$ cat config.mk
export PLATFORM = sky130hd
export DESIGN_NAME = bmf_window
export DESIGN_NICKNAME = d
export VERILOG_FILES = /design/src/sv/binary_morphology_filter_core_defines.svh /design/src/sv/bmf_pkg.sv /design/src/sv/bmf_window.sv
export SDC_FILE = /design/constraint.sdc
export NUM_CORES = 1
export LEC_CHECK = 0
export ABC_AREA = 1
export BUFFER_PORTS_ARGS = -buffer_cell sky130_fd_sc_hd__buf_2
export CORE_MARGIN = 2
export CORE_UTILIZATION = 45
export CTS_CLUSTER_DIAMETER = 150
export DETAILED_ROUTE_END_ITERATION = 8
export PLACE_DENSITY = 0.79
export SLEW_MARGIN = 15
export SYNTH_ARGS = -nofsm -noshare
export SYNTH_HDL_FRONTEND = slang
export SYNTH_SLANG_ARGS = --single-unit
$ cat constraint.sdc
create_clock -name clk -period 1.1 [get_ports clk]
set_clock_uncertainty 0.05 [all_clocks]
set_input_delay 0 -clock clk [delete_from_list [all_inputs] [get_ports clk]]
set_output_delay 0 -clock clk [all_outputs]
set_load 0.01 [all_outputs]
$ cat src/sv/binary_morphology_filter_core_defines.svh
// Assertion macros for the morphology filter RTL.
`ifndef BINARY_MORPHOLOGY_FILTER_CORE_DEFINES_SVH
`define BINARY_MORPHOLOGY_FILTER_CORE_DEFINES_SVH

// Same-cycle implication, checked outside reset.
`define BMF_ASSERT_NOW(label, clk, rst_n, ante, cons, msg) \
  label: assert property (@(posedge clk) disable iff (!rst_n) (ante) |-> (cons)) \
    else $error(msg);

// Next-cycle implication, checked outside reset.
`define BMF_ASSERT_NXT(label, clk, rst_n, ante, cons, msg) \
  label: assert property (@(posedge clk) disable iff (!rst_n) (ante) |=> (cons)) \
    else $error(msg);

`endif

$ cat src/sv/bmf_pkg.sv
// Shared constants, register codes and types of the morphology filter.
package bmf_pkg;

  localparam int MAX_K_DEF      = 5;
  localparam int MAX_COLS_DEF   = 1024;
  localparam int ROW_LIMIT      = 4096;
  localparam int IMG_ROWS_W     = 13;
  localparam int ROW_CNT_W      = 12;
  localparam int CFG_IDX_W      = 3;
  localparam int ELEM_IDX_LIMIT = 64;

  localparam int MODE_RST       = 0;
  localparam int STREL_MASK_RST = 1;
  localparam int STREL_ROWS_RST = 3;
  localparam int STREL_COLS_RST = 3;
  localparam int IMG_ROWS_RST   = 64;
  localparam int IMG_COLS_RST   = 64;

  typedef enum logic [CFG_IDX_W-1:0] {
    CFG_MODE       = 3'd0,
    CFG_STREL_MASK = 3'd1,
    CFG_STREL_ROWS = 3'd2,
    CFG_STREL_COLS = 3'd3,
    CFG_IMG_ROWS   = 3'd4,
    CFG_IMG_COLS   = 3'd5
  } cfg_reg_t;

  typedef enum logic {
    MODE_ERODE  = 1'b0,
    MODE_DILATE = 1'b1
  } morph_mode_t;

  // Control from the pipeline to the window stage.
  typedef struct packed {
    logic        adv;
    morph_mode_t mode;
  } bmf_ctrl_t;

endpackage

$ cat src/sv/bmf_window.sv
// Window register and erosion / dilation reduction of the morphology filter.
module bmf_window #(
  parameter int MAX_K = bmf_pkg::MAX_K_DEF,
  localparam int LINES  = MAX_K - 1,
  localparam int SLOT_W = (LINES > 1) ? $clog2(LINES) : 1,
  localparam int MASK_W = MAX_K * MAX_K
) (
  input  logic              clk,
  input  logic              rst_n,
  input  bmf_pkg::bmf_ctrl_t ctrl,
  input  logic              pixel,
  input  logic [LINES-1:0]  line_bits,
  input  logic [SLOT_W-1:0] slot,
  input  logic [MASK_W-1:0] ero_mask,
  input  logic [MASK_W-1:0] dil_mask,
  output logic              result
);
  import bmf_pkg::*;

  logic [MAX_K-1:0]  win_r   [MAX_K];
  logic [MAX_K-1:0]  win_nxt [MAX_K];
  logic [MAX_K-1:0]  col;
  logic [MASK_W-1:0] win_flat;

  // Pick the pixel d rows above from the rotating line slots.
  always_comb begin
    int src;
    src = 0;
    col[0] = pixel;
    for (int d = 1; d < MAX_K; d++) begin
      src = int'(slot) + LINES - d;
      if (src >= LINES) begin
        src = src - LINES;
      end
      col[d] = line_bits[src[SLOT_W-1:0]];
    end
  end

  always_comb begin
    for (int d = 0; d < MAX_K; d++) begin
      win_nxt[d] = {win_r[d][MAX_K-2:0], col[d]};
      for (int j = 0; j < MAX_K; j++) begin
        win_flat[d*MAX_K + j] = win_nxt[d][j];
      end
    end
  end

  always_ff @(posedge clk) begin
    if (!rst_n) begin
      for (int d = 0; d < MAX_K; d++) begin
        win_r[d] <= '0;
      end
    end else if (ctrl.adv) begin
      win_r <= win_nxt;
    end
  end

  // Erosion: all masked taps set (empty mask gives 1). Dilation: any masked tap set.
  assign result = (ctrl.mode == MODE_DILATE) ? (|(dil_mask & win_flat))
                                             : (&(~ero_mask | win_flat));

endmodule

==> results.toml <==
[placed_design]
place_congestion = 0.859
placed_area_mm2 = 0.00160
portBuffers = 61
detailed_place_hpwl_um = 2650

[sta]
finalCritPeriodShare_pct = 133
slew_violations = 0
min_period_ps = 1470
setup_slack_ps = -368
slew_headroom_pct = 76.3
setup_violations = 1
worst_pin_slew_ps = 356
rsz0062_at_grt = "yes"
hold_viol_final = 0
fmax_mhz = 681

[setup_path]
reg2reg_depth = 3
arrival_ps = 1420
critPathSlowestCell = "dfxtp_1"
critPathMostFrequentCell = "nand2_1"
crit_buf_inv = 1
cp.depth = 9
crit_path_end_kind = "primary output"
max_stage_delay_ps = 360
worstSetupStartpointType = "flop"
crit_family = "simple AND/OR/NAND/NOR gates"
worst_ep_required_time_ps = 1050
worstPathCellList = "nand2_1 > nand3_1 > nor2_1 > nand3_1 > nor2_1 > nand2_1 > nand2_1 > nand2_1 > buf_2"
critical_path_class = "reg -> out"
crit_fanout = 4

[worst_hold_path]
holdCritPathClass = "in -> reg"
min_path_cells = 3

[synth]
ys_types = 17
synth_compound_area_share_pct = 17.0
syn_avg_cell_area_um2 = 5.79
syn_nets = 274
synth_cells = 213
synth_warnings = 0
synthAdderAreaFrac_pct = 0
synth.cell_area_mm2 = 0.00123
synthXorXnorAreaFrac_pct = 0
ys_seq_area_share_pct = 32.5
synthSimpleGateAreaFrac_pct = 38.0
muxShareOfSynthArea_pct = 0
ys_ff_latch = 20
synth_top_family_by_area = "simple AND/OR/NAND/NOR gates"

[die]
die_h_um = 56.4
start_util_pct = 48.5
rows = 18
dieArea_mm2 = 0.00318
io_pins = 62
die_w_um = 56.4
core_mm2 = 0.00254

[clock_network]
cts_root_buf = "clkbuf_4"
post-cts-setup-buffers = 0
clkSinkCount = 20
clk_latency_ps = 320
clk_pin_slew_ps = 130
cts_tree = "built"
htreeDepth = 1
clockBufferDepth = 2
cts_made_buffers = 3

[power_and_ir_drop]
total_power_w = 0.00186
p_leak_nw = 0.911
vdd.ir_drop.worst_uv = 792
p_per_area_mw_per_mm2 = 1110

[global_routing]
grt_pass1_wl_um = 5440
grt_pass1_vias = 1319
grtUsageMet2_pct = 36.1
grt_max_degree = 24
grt_antenna_before_repair = 0
use_met3_pct = 3.69
grt-ovfl-total = 0
track_usage_pct = 21.4
gr-usage-met1_pct = 27.6
top_usage_layer = "met2"

[drt]
drtAntennaViolNets = 0
drcViolationCount = 0
routed_wl_um = 3260
drtIter0Drc = 58
via_per_inst = 4.75
wl_per_cell_um = 10.6
vias = 1469
first_pass_iters = 4

[final_layout]
design_area_mm2 = 0.00167
fillerInstances = 259
multi_input_comb_area_um2 = 684
layout_commonest_cell = "nand2_1"
seq_area_um2 = 409
fin_util_pct = 65.7
synthToLayoutAreaGrowth_pct = 35.6
fin_nets = 341
final_cell_mix = "nand2_1, buf_2, inv_1"
diodes = 0
largest_reg_flops = 20
drive_gt1_share_pct = 30.8

[outcome]
status = "finished, violations left"
failed_checks = "setup timing"

[run]
cap_violations = 0
==> power breakdown <==
part           internal (W)  total (W)  switching [W]
combinational      0.000203   0.000428       0.000225
clock              0.000369   0.000612       0.000243
sequential         0.000778   0.000816      0.0000384
total               0.00135    0.00186       0.000507
==> layer usage <==
layer	routed length, um	up-vias
met2	1550	40
li1	-	807
met5	0	-
met3	165	5
met4	42	0
met1	1500	617
==> through the flow <==
stage          setup slack, ps  hold slack, ps  cells  setup TNS [ps]
6_report                  -368            7.52    309            -368
4_1_cts                   -376            11.2    309            -376
3_5_place_dp             -61.5             242    304           -61.5
3_3_place_gp             -49.5             241    304           -49.5
2_1_floorplan             79.7            67.4    213               0
5_1_grt                   -498            18.2    309            -498
==> layout make-up <==
class                   count  area share [%]
inverters                  34            7.70
well taps                  30            2.24
flip-flops and latches     20            24.5
multi-input cells         153            40.9
clock inverters             1            1.80
repair buffers             68            21.5
clock buffers               3            1.35
==> final timing paths <==
path                                           startpoint                         to  slack [ps]
worst max-delay path            win_flat[22]$_SDFFE_PN0P_                     result        -370
worst min-delay path                                rst_n  win_flat[21]$_SDFFE_PN0P_           8
worst max register to register   win_flat[3]$_SDFFE_PN0P_   win_flat[3]$_SDFFE_PN0P_         260
worst min register to register  win_flat[16]$_SDFFE_PN0P_  win_flat[17]$_SDFFE_PN0P_         450
==> what timing repair did <==
| item | CTS | global route |
|---|---|---|
| endpoints found under the hold margin | 1 | 0 |
| hold buffers | 1 | 0 |
| cloned | 0 | 0 |
| pin swaps | 1 | 0 |
| resized for setup | 8 | 1 |
| setup endpoints to repair | 1 | 1 |
==> synth_stat cells <==
| cell type | number | area share (%) |
|---|---|---|
| nand2_1 | 78 | 24 |
| inv_1 | 31 | 9.4 |
| dfxtp_1 | 20 | 32 |
| o21ai_0 | 20 | 8.1 |
| a21oi_1 | 19 | 7.7 |
| nand3_1 | 14 | 5.7 |
| nor2_1 | 9 | 2.7 |
| nand4_1 | 6 | 3.0 |
| clkbuf_1 | 4 | 1.2 |
| nand2_2 | 3 | 1.5 |
| buf_2 | 2 | 0.81 |
| o211ai_1 | 2 | 1.2 |
| clkinv_1 | 1 | 0.30 |
| clkinv_2 | 1 | 0.41 |
| inv_2 | 1 | 0.30 |
| nand3_2 | 1 | 0.81 |
| or2_2 | 1 | 0.51 |
==> worst register-to-register path, delay by kind of cell (launching register included) <==
family          cells  cell delay (ps)
flops               1              340
compound gates      2              210
buf+inv             1              130
==> kinds of logic after synthesis <==
kind of cell,Yosys count
AOI/OAI and AO/OA,41
DFF,20
and+or+nand+nor,112
buffers and inverters,40
Note: power is estimated with default switching activity, not from simulation.
